$ cat src/sv/hfcd_pkg.sv
// hfcd_pkg: shared constants of the hash framed command deframer
// no dependencies; imported by hash_framed_command_deframer_core, hfcd_frame_checker and testbench
package hfcd_pkg;

    // default ring size, overridable on the top level
    localparam int RING_DEPTH_DEFAULT = 16;

    // framing characters
    localparam logic [7:0] CH_HASH = 8'h23;
    localparam logic [7:0] CH_LF   = 8'h0A;
    localparam logic [7:0] CH_ZERO = 8'h30;
    localparam logic [7:0] CH_NINE = 8'h39;

    // offsets from the frame start
    localparam logic [3:0] OFS_DIGIT = 4'd1;
    localparam logic [3:0] OFS_CMD   = 4'd2;
    localparam logic [3:0] OFS_DATA  = 4'd3;

endpackage

$ cat src/sv/hfcd_ram.sv
// hfcd_ram: generic single write port, single read port ram
// registered read data; no dependencies
module hfcd_ram #(
    parameter int WIDTH = 8,
    parameter int DEPTH = 16
) (
    input  logic                     clk,
    input  logic                     we,
    input  logic [$clog2(DEPTH)-1:0] waddr,
    input  logic [WIDTH-1:0]         wdata,
    input  logic                     re,
    input  logic [$clog2(DEPTH)-1:0] raddr,
    output logic [WIDTH-1:0]         rdata
);

    logic [WIDTH-1:0] mem [DEPTH];

    // write port
    always_ff @(posedge clk)
    begin
        if (we)
        begin
            mem[waddr] <= wdata;
        end
    end

    // registered read port
    always_ff @(posedge clk)
    begin
        if (re)
        begin
            rdata <= mem[raddr];
        end
    end

endmodule

$ cat src/sv/hash_framed_command_deframer_core.sv
// hash_framed_command_deframer_core: byte ring with '#' ... '\n' frame recognition
// depends on hfcd_pkg and hfcd_ram
//
//  channel | handshake            | payload
//  --------+----------------------+------------------------------------------------
//  in      | in_valid / in_ready  | rx_byte
//  out     | out_valid / out_ready| command, data_count, data_byte, is_data, last
//
// an ordinary byte is only stored; the ring has a single read port, so a line feed after
// a pending '#' reads the digit of the remembered start, then searches backward, reading
// each slot and, for a slot holding '#', its digit, and goes back to idle if nothing is
// found; each result is read and loaded in turn, held off while out_ready stays low.
// reset is asynchronous and clears the per-entry valid bits at once, no sweep.
// bytes are taken only while the sequencer is idle; one finished result may wait
// in the output register while the next byte is taken.
module hash_framed_command_deframer_core #(
    parameter int RING_DEPTH = hfcd_pkg::RING_DEPTH_DEFAULT
) (
    input  logic       clk,
    input  logic       rst_n,
    input  logic       in_valid,
    output logic       in_ready,
    input  logic [7:0] rx_byte,
    output logic       out_valid,
    input  logic       out_ready,
    output logic [7:0] command,
    output logic [3:0] data_count,
    output logic [7:0] data_byte,
    output logic       is_data,
    output logic       last
);

    import hfcd_pkg::*;

    localparam int AW = $clog2(RING_DEPTH);
    localparam logic [AW:0]   DEPTH_W  = (AW+1)'(RING_DEPTH);
    localparam logic [AW-1:0] LAST_IDX = AW'(RING_DEPTH - 1);

    // sequencer codes
    localparam logic [3:0] S_IDLE  = 4'd0;
    localparam logic [3:0] S_CHK   = 4'd1;
    localparam logic [3:0] S_CHKD  = 4'd2;
    localparam logic [3:0] S_SCAN  = 4'd3;
    localparam logic [3:0] S_SHASH = 4'd4;
    localparam logic [3:0] S_SDIG  = 4'd5;
    localparam logic [3:0] S_CMD   = 4'd6;
    localparam logic [3:0] S_HDR   = 4'd7;
    localparam logic [3:0] S_DRD   = 4'd8;
    localparam logic [3:0] S_DLD   = 4'd9;

    // ring index plus a small offset, wrapped
    function automatic logic [AW-1:0] idx_add(input logic [AW-1:0] i, input logic [3:0] k);
        logic [AW:0] sum;
        sum = {1'b0, i} + (AW+1)'(k);
        if (sum >= DEPTH_W)
        begin
            sum = sum - DEPTH_W;
        end
        return sum[AW-1:0];
    endfunction

    // ring index minus one, wrapped
    function automatic logic [AW-1:0] idx_dec(input logic [AW-1:0] i);
        return (i == '0) ? LAST_IDX : i - AW'(1);
    endfunction

    logic [3:0]      st_reg, st_next;
    logic [AW-1:0]   wp_reg, wp_next;
    logic [AW-1:0]   start_reg, start_next;
    logic            sv_reg, sv_next;
    logic [AW-1:0]   lf_reg, lf_next;
    logic [AW-1:0]   scan_reg, scan_next;
    logic [AW-1:0]   h_reg, h_next;
    logic [3:0]      n_reg, n_next;
    logic [3:0]      cnt_reg, cnt_next;
    logic            out_valid_reg, out_valid_next;
    logic [7:0]      command_reg, command_next;
    logic [3:0]      data_count_reg, data_count_next;
    logic [7:0]      data_byte_reg, data_byte_next;
    logic            is_data_reg, is_data_next;
    logic            last_reg, last_next;
    logic [RING_DEPTH-1:0] vld_reg, vld_next;
    logic            rd_vld_reg, rd_vld_next;

    logic            in_acc;
    logic            out_free;
    logic            ren;
    logic [AW-1:0]   raddr;
    logic [7:0]      ram_q;
    logic [7:0]      rd_data;
    logic            is_dig;
    logic [3:0]      dig_n;
    logic [AW-1:0]   chk_base;
    logic            end_ok;

    // ring storage
    hfcd_ram #(
        .WIDTH(8),
        .DEPTH(RING_DEPTH)
    ) u_ring (
        .clk   (clk),
        .we    (in_acc),
        .waddr (wp_reg),
        .wdata (rx_byte),
        .re    (ren),
        .raddr (raddr),
        .rdata (ram_q)
    );

    // never-written slots read as zero
    assign rd_data = rd_vld_reg ? ram_q : 8'h00;

    // digit and frame length check on the read data
    assign is_dig   = (rd_data >= CH_ZERO) && (rd_data <= CH_NINE);
    assign dig_n    = rd_data[3:0];
    assign chk_base = (st_reg == S_CHKD) ? start_reg : scan_reg;
    assign end_ok   = is_dig && (idx_add(chk_base, dig_n + OFS_DATA) == lf_reg);

    // handshakes
    assign in_ready = (st_reg == S_IDLE);
    assign in_acc   = in_valid && in_ready;
    assign out_free = !out_valid_reg || out_ready;

    // sequencer
    always_comb
    begin
        st_next         = st_reg;
        wp_next         = wp_reg;
        start_next      = start_reg;
        sv_next         = sv_reg;
        lf_next         = lf_reg;
        scan_next       = scan_reg;
        h_next          = h_reg;
        n_next          = n_reg;
        cnt_next        = cnt_reg;
        out_valid_next  = out_valid_reg && !out_ready;
        command_next    = command_reg;
        data_count_next = data_count_reg;
        data_byte_next  = data_byte_reg;
        is_data_next    = is_data_reg;
        last_next       = last_reg;
        vld_next        = vld_reg;
        ren             = 1'b0;
        raddr           = '0;

        unique case (st_reg)
            S_IDLE:
            begin
                if (in_acc)
                begin
                    vld_next[wp_reg] = 1'b1;
                    wp_next          = idx_add(wp_reg, 4'd1);
                    lf_next          = wp_reg;
                    if ((rx_byte == CH_HASH) && !sv_reg)
                    begin
                        start_next = wp_reg;
                        sv_next    = 1'b1;
                    end
                    if ((rx_byte == CH_LF) && sv_reg)
                    begin
                        st_next = S_CHK;
                    end
                end
            end
            S_CHK:
            begin
                ren     = 1'b1;
                raddr   = idx_add(start_reg, OFS_DIGIT);
                st_next = S_CHKD;
            end
            S_CHKD:
            begin
                if (end_ok)
                begin
                    h_next  = start_reg;
                    n_next  = dig_n;
                    st_next = S_CMD;
                end
                else
                begin
                    scan_next = idx_dec(idx_dec(lf_reg));
                    st_next   = S_SCAN;
                end
            end
            S_SCAN:
            begin
                if (scan_reg == start_reg)
                begin
                    st_next = S_IDLE;
                end
                else
                begin
                    ren     = 1'b1;
                    raddr   = scan_reg;
                    st_next = S_SHASH;
                end
            end
            S_SHASH:
            begin
                if (rd_data == CH_HASH)
                begin
                    ren     = 1'b1;
                    raddr   = idx_add(scan_reg, OFS_DIGIT);
                    st_next = S_SDIG;
                end
                else
                begin
                    scan_next = idx_dec(scan_reg);
                    st_next   = S_SCAN;
                end
            end
            S_SDIG:
            begin
                if (end_ok)
                begin
                    h_next  = scan_reg;
                    n_next  = dig_n;
                    st_next = S_CMD;
                end
                else
                begin
                    scan_next = idx_dec(scan_reg);
                    st_next   = S_SCAN;
                end
            end
            S_CMD:
            begin
                if (out_free)
                begin
                    ren     = 1'b1;
                    raddr   = idx_add(h_reg, OFS_CMD);
                    st_next = S_HDR;
                end
            end
            S_HDR:
            begin
                out_valid_next  = 1'b1;
                command_next    = rd_data;
                data_count_next = n_reg;
                data_byte_next  = 8'h00;
                is_data_next    = 1'b0;
                last_next       = (n_reg == 4'd0);
                sv_next         = 1'b0;
                cnt_next        = 4'd0;
                st_next         = (n_reg == 4'd0) ? S_IDLE : S_DRD;
            end
            S_DRD:
            begin
                if (out_free)
                begin
                    ren     = 1'b1;
                    raddr   = idx_add(h_reg, cnt_reg + OFS_DATA);
                    st_next = S_DLD;
                end
            end
            S_DLD:
            begin
                out_valid_next = 1'b1;
                data_byte_next = rd_data;
                is_data_next   = 1'b1;
                last_next      = (cnt_reg + 4'd1 == n_reg);
                cnt_next       = cnt_reg + 4'd1;
                st_next        = (cnt_reg + 4'd1 == n_reg) ? S_IDLE : S_DRD;
            end
            default:
            begin
                st_next = S_IDLE;
            end
        endcase
    end

    // valid bit of the slot being read
    assign rd_vld_next = ren ? vld_reg[raddr] : rd_vld_reg;

    // control registers
    always_ff @(posedge clk or negedge rst_n)
    begin
        if (!rst_n)
        begin
            st_reg        <= S_IDLE;
            wp_reg        <= '0;
            start_reg     <= '0;
            sv_reg        <= 1'b0;
            out_valid_reg <= 1'b0;
            vld_reg       <= '0;
            rd_vld_reg    <= 1'b0;
        end
        else
        begin
            st_reg        <= st_next;
            wp_reg        <= wp_next;
            start_reg     <= start_next;
            sv_reg        <= sv_next;
            out_valid_reg <= out_valid_next;
            vld_reg       <= vld_next;
            rd_vld_reg    <= rd_vld_next;
        end
    end

    // working and payload registers
    always_ff @(posedge clk)
    begin
        lf_reg         <= lf_next;
        scan_reg       <= scan_next;
        h_reg          <= h_next;
        n_reg          <= n_next;
        cnt_reg        <= cnt_next;
        command_reg    <= command_next;
        data_count_reg <= data_count_next;
        data_byte_reg  <= data_byte_next;
        is_data_reg    <= is_data_next;
        last_reg       <= last_next;
    end

    // outputs
    assign out_valid  = out_valid_reg;
    assign command    = command_reg;
    assign data_count = data_count_reg;
    assign data_byte  = data_byte_reg;
    assign is_data    = is_data_reg;
    assign last       = last_reg;

    // a result is only loaded into an empty output register
    a_load_free: assert property (@(posedge clk) disable iff (!rst_n)
        (st_reg == S_HDR || st_reg == S_DLD) |-> !out_valid_reg)
        else $error("result loaded over an untaken result");

    // the pending marker is dropped only by a header load
    a_marker_clear: assert property (@(posedge clk) disable iff (!rst_n)
        $fell(sv_reg) |-> $past(st_reg == S_HDR))
        else $error("marker cleared without a frame");

    // payload read stays inside the frame
    a_cnt_range: assert property (@(posedge clk) disable iff (!rst_n)
        (st_reg == S_DRD || st_reg == S_DLD) |-> (cnt_reg < n_reg))
        else $error("payload counter past frame length");

    // the backward search never inspects the remembered start slot
    a_scan_stop: assert property (@(posedge clk) disable iff (!rst_n)
        (st_reg == S_SHASH) |-> (scan_reg != start_reg))
        else $error("search ran onto the remembered start");

    // a frame is only worked on while a marker is pending
    a_frame_marker: assert property (@(posedge clk) disable iff (!rst_n)
        (st_reg == S_CMD || st_reg == S_HDR) |-> sv_reg)
        else $error("frame output without a pending marker");

endmodule

$ cat config.mk
export PLATFORM = sky130hd
export DESIGN_NAME = hash_framed_command_deframer_core
export DESIGN_NICKNAME = d
export VERILOG_FILES = /design/src/sv/hfcd_pkg.sv /design/src/sv/hfcd_ram.sv /design/src/sv/hash_framed_command_deframer_core.sv
export SDC_FILE = /design/constraint.sdc
export NUM_CORES = 1
export LEC_CHECK = 0
export ABC_AREA = 0
export BUFFER_PORTS_ARGS = -buffer_cell sky130_fd_sc_hd__buf_2
export CAP_MARGIN = 20
export CORE_ASPECT_RATIO = 0.75
export CORE_MARGIN = 3
export CORE_UTILIZATION = 30
export DETAILED_ROUTE_END_ITERATION = 8
export PLACE_DENSITY = 0.43
export SLEW_MARGIN = 15
export SYNTH_ARGS = -nofsm -noshare
export SYNTH_HDL_FRONTEND = slang
export SYNTH_SLANG_ARGS = --single-unit
$ cat constraint.sdc
create_clock -name clk -period 4.85 [get_ports clk]
set_input_delay 0.2425 -clock clk [delete_from_list [all_inputs] [get_ports clk]]
set_output_delay 0.2425 -clock clk [all_outputs]
set_load 0.05 [all_outputs]
Yosys cells after proc, flatten, opt, wreduce, memory -nomap -nowiden
Memories as Yosys holds them, arrays and structs flattened. A register that Yosys moved wholly into a read port is not among the register bits. Cells that the tools add are included.

Register bits after elaboration: 73. Latch bits: 0. Bits in writable memories: 128. Memory bits (read-only): 0. Input bits: 12. Logic and storage cells: 154. Memories kept: 1.

Add/subtract/negate cells: 18. Multipliers: 0. Div/mod/pow operators: 0. $lt $le $gt $ge: 11. Equal/unequal tests: 25. Shift-type cells: 0. Muxes and demuxes: 51. Bitwise logic cells: 1. Reduce and logical (&&, ||, !) cells: 30.

Memories: u_ring.mem (words 16, bits a word 8, rd ports 1, clocked after memory_dff 1, wr ports 1, RTL line hfcd_ram.sv:16) `logic [WIDTH-1:0] mem [DEPTH];`.

Operator list (number): $mux W4 (25); $pmux W4 S9 (1); $sub A4 B1 Y4 const B (9); $ge A5 B5 Y1 const B (6); $logic_not A4 Y1 (5); $pmux W4 S5 (1); $eq A4 B3 Y1 const B (4); $eq A8 B6 Y1 const B (2); $or A16 B16 Y16 (1); $pmux W4 S2 (2); $pmux W8 S2 (1); $add A4 B1 Y5 const B (3); $ne A2 B2 Y1 const B (7); $eq A4 B4 Y1 (3); $pmux W4 S3 (1); $add A4 B4 Y5 (2); $lt A4 B5 Y1 const B (2); $mux W1 (10); $mux W3 (3); $reduce_and A3 Y1 (3); $add A4 B2 Y4 const B (2); $eq A4 B2 Y1 const B (2); $eq A4 B4 Y1 const B (2); $eq A8 B4 Y1 const B (1); other kinds (20) (38).

Depth between registers and ports, before layout
Depth in word-level cells: 9. Gate-level depth with buffers: 14. Mapped depth without buffers: 12.

Hierarchy
Synthesis repeated with hierarchy kept, for this count alone.

Cells, all modules: 613. Area total of the unflattened synthesis: 9390.3 um2.

Modules (own cells, without submodules): hfcd_ram (times used 1, cells an instance 229, area each 5227.5 um2); hash_framed_command_deframer_core (times used 1, cells an instance 384, area each 4162.7 um2).

Least setup slack after synthesis
OpenSTA, ideal clock, no wires.

Kind: reg2reg. Start point: register st_reg[0]. End point: memory u_ring.mem[3][0] (enable). Setup time: 0.385 ns. Arrival: 3.521 ns. Required time: 4.465 ns. Setup slack: 0.944 ns. Stages on the path, launching flop included: 7. Clock period less this slack: 3.906 ns. Cells stage by stage: dfrtp_1 clkbuf_1 nor4_1 and2_1 buf_2 nand2_1 nor3_1.

Longest elaborated chain between the ends: 4.

Ends and longest elaborated chain: from (decl) (RTL line hash_framed_command_deframer_core.sv:67) `logic [3:0] st_reg, st_next;`; from (signal assigned) (RTL line hash_framed_command_deframer_core.sv:290) `st_reg <= st_next;`; $logic_not A4 Y1 (RTL line hash_framed_command_deframer_core.sv:120) `assign in_ready = (st_reg == S_IDLE);`; net in_ready (RTL line hash_framed_command_deframer_core.sv:22) `output logic in_ready,`; $logic_and A1 B1 Y1 (RTL line hash_framed_command_deframer_core.sv:121) `assign in_acc = in_valid && in_ready;`; $mux W1 (RTL line hfcd_ram.sv:21) `if (we)`; $mux W1 (not written as such) (RTL line hfcd_ram.sv:23) `mem[waddr] <= wdata;`; to (decl) (RTL line hfcd_ram.sv:16).

The timed path passes the listed nets, and every way through them passes these cells.

Final worst setup path
Start point: register cnt_reg[0]. End point: register u_ring.rdata[5], read port of u_ring.mem, data pin.

Longest elaborated chain between the ends: 6.

Ends and longest elaborated chain: from (decl) (RTL line hash_framed_command_deframer_core.sv:75) `logic [3:0] cnt_reg, cnt_next;`; from (signal assigned) (RTL line hash_framed_command_deframer_core.sv:307) `cnt_reg <= cnt_next;`; $add A4 B2 Y4 (*) (RTL line hash_framed_command_deframer_core.sv:252) `raddr = idx_add(h_reg, cnt_reg + OFS_DATA);`; $add A4 B4 Y5 (*) (RTL line hash_framed_command_deframer_core.sv:54) `sum = {1'b0, i} + (AW+1)'(k);`; $sub A4 B1 Y4 or $ge A5 B5 Y1 (tied branches) (RTL line hash_framed_command_deframer_core.sv:57, hash_framed_command_deframer_core.sv:55); $mux W4 (*) (RTL line hash_framed_command_deframer_core.sv:55) `if (sum >= DEPTH_W)`; $mux W4 (*) (RTL line hash_framed_command_deframer_core.sv:249) `if (out_free)`; $pmux W4 S5 (*) (RTL line hash_framed_command_deframer_core.sv:146) `unique case (st_reg)`; to (decl) (RTL line hfcd_ram.sv:13) `output logic [WIDTH-1:0] rdata`.

Every way passes the cells marked *; elsewhere a longest branch is shown, timed or not. A chain may end at the register's enable or synchronous reset.

==> run metrics <==
DR vias=5536; DRT iter0 DRCs=440; hold crit path type=input port to flip-flop; CTS Buf Count=23; final critical-path required period=3.695 ns; multi-input logic area=3179 sq um; Detail Route Antenna Nets=0; number of fill cells=2976; GR Util All Layers=0.1448; Clock Sinks=209; Slew HR=0.3330; area of the die=33930 sq um; Setup Buffers After CTS=0; Pwr Density=634.9 nW/um^2; pin count of the biggest net entering global routing=49; TNS Setup=0 ns; WP buf/inv=2; post-route clock period utilization=0.7618; Avg Vias per Cell=4.921; crit path max fanout=17; WS Path Type=flip-flop to flip-flop; final wirelength=24360 microns; status=finished, final reports clean; Seq/Total Area, Yosys=0.6430; max incr delay on CP=0.50 ns; max frequency=270.6 MHz; CP max-delay cell=fa_1; Chip Height=160.3 microns; worst path arrival time=3.96 ns; critical path depth=10; clock tree from TritonCTS=done; vias in the first global route=5596; ys flop type=edfxtp_1; post-cts repair resize count=0; DR pass1 iterations=5; DRC=0; commonest non-fill, non-tap cell in the layout=edfxtp_1; crit start category=flip-flop; largest delay contributor family on the critical path=compound AO/OA/AOI/OAI gates; Layout area overhead=14.98%; gr ovfl total=0; Final Net Count=744; clk slew on worst S/H paths=0.07 ns; Core ar.=30690 sq um; Setup Viol. Count Final=0; Critical Path Start=cnt_reg[0]; Max Cap Viol=0; Reg2Reg Setup Slack=1.16 ns; share of cells above drive strength 1=0.1639; commonest non-fill, non-tap cells in the layout=edfxtp_1, mux2i_1, buf_2; initial antenna violation count=2; Placer Congestion=0.8794; Clock Tree Buf Depth=3; Final Hold Viols=0; first-pass GRT wire length=36740 microns; Syn Std Cell Area=9519 sq um; Avg Inst Size Synth=14.34 sq um; R2R depth=10; wire length per cell=21.65 microns; placed cells=1083; Yosys warning count=0; CP endpoint kind=flip-flop; Root Buffer=clkbuf_16; DIE WIDTH=211.7 microns; Final HPWL DP=16760 microns; worst vdd ir=0.2421 mV; Synth Register Bits=209; PortBufs=35; Starting Density=0.3102; Ports=36; FF-to-FF Start=cnt_reg[0]; Synthesized Nets=698; H-tree Lvls=1; Tightest Pin Transition=0.9969 ns; register area=6121 sq um; Syn Inst Count=664; non-filler cells, final=1125; FFs w/ async S/R, synth=0.1483; Largest register FFs=128; Worst setup endpoint=u_ring.rdata[5]; Skew-Pair Late Insertion Delay=0.52 ns; R2R Path End=u_ring.rdata[5]; num rows=55; P_leak=4.186 nW; worst-path cell chain=inv_1, ha_1, fa_1, o32a_1, o21ai_0, a221o_1, buf_4, and2_1, a221o_1, mux2i_1; Cell variety after synth=59; worst clock skew=0.02163 ns; CP required=5.11 ns; setup repair after global routing missed its margin=false; Post-synth EDFFs=178; most used cell along the critical path=a221o_1; antenna diode count=0; pins over their slew limit=0
-- area by class of cell --
class,count,share of cell area
Sequential cell,209,0.5592
Multi-Input combinational cell,406,0.2905
Clock buffer,29,0.05556
Tap cell,399,0.04561
Timing Repair Buffer,48,0.02629
Clock inverter,12,0.01532
Inverter,22,0.007545
-- timing repair --
| action | in CTS | in global routing |
|---|---|---|
| endpoints found under the hold margin | 31 | 0 |
| hold buffers | 1 | 0 |
| setup endpoints to repair | 0 | 0 |
-- power by group --
| part | internal [mW] | switching, mW | total, mW |
|---|---|---|---|
| logic | 1.02 | 1.52 | 2.54 |
| clock network | 1.10 | 0.709 | 1.81 |
| registers | 2.29 | 0.306 | 2.60 |
-- worst min-delay path by stage --
| stage | start | to | slack (ns) | cells past startpoint |
|---|---|---|---|---|
| floorplan | rst_n | out_valid | -0.05 | 0 |
| global placement | rst_n | st_reg[2] | 0.37 | 1 |
| detailed placement | rst_n | st_reg[0] | 0.37 | 1 |
| CTS | out_ready | out_valid | 0.04 | 3 |
| global route | out_ready | out_valid | 0.08 | 3 |
| finish | out_ready | out_valid | 0.07 | 3 |
-- kinds of logic (layout without fill, tap and decap cells) --
family / after synthesis / count (layout) / synth area share
mux: 111 / 111 / 0.1205
flops: 209 / 209 / 0.6430
fa+ha+maj: 22 / 22 / 0.03049
compound gates: 81 / 81 / 0.05928
simple gates: 160 / 160 / 0.09253
xor+xnor: 32 / 32 / 0.02944
buf+inv: 49 / 111 / 0.02471
-- cell usage after synthesis, types with 10 or more instances --
library cell / instances / area (sq um)
edfxtp_1: 178 / 5345
mux2i_1: 85 / 850.8
nor2_1: 34 / 127.6
dfrtp_1: 31 / 775.7
nand2_1: 26 / 97.59
inv_1: 22 / 82.58
o21ai_0: 22 / 110.1
ha_1: 20 / 250.2
or2_2: 17 / 106.4
xnor2_1: 16 / 140.1
xor2_1: 16 / 140.1
and2_1: 15 / 93.84
mux2_2: 14 / 157.7
nand3_1: 14 / 70.07
mux2_1: 11 / 123.9
o22ai_1: 11 / 68.82
buf_4: 10 / 75.07
-- worst reg2reg max path: stages, from the launching register on --
cell and delay (ns):
edfxtp_1 0.45, inv_1 0.11, ha_1 0.36, fa_1 0.50, o32a_1 0.36, o21ai_0 0.10
a221o_1 0.45, buf_4 0.38, and2_1 0.41, a221o_1 0.23, mux2i_1 0.07
-- per-stage QoR --
| stage | area, sq um | hold slack (ns) | power, mW | worst slack [ns] | utilization |
|---|---|---|---|---|---|
| floorplan | 9519 | -0.05309 | 4.490 | 0.9440 | - |
| global placement | 10160 | 0.3744 | 5.163 | 1.270 | 0.3310 |
| detailed placement | 10160 | 0.3686 | 5.183 | 1.157 | 0.3310 |
| CTS | 10950 | 0.04434 | 7.029 | 1.130 | 0.3566 |
| global route | 10950 | 0.08094 | 7.350 | 0.9306 | 0.3566 |
| finish | 10950 | 0.07141 | 6.949 | 1.155 | 0.3566 |
-- per-layer routing --
metal	track usage	wire length, microns	vias to the layer above
met4	0.03286	471	0
met5	0	0	-
met3	0.02533	1109	30
li1	-	-	2590
met1	0.2301	12770	2780
met2	0.2035	10010	136
No activity file was read; power rests on OpenSTA's default activity.
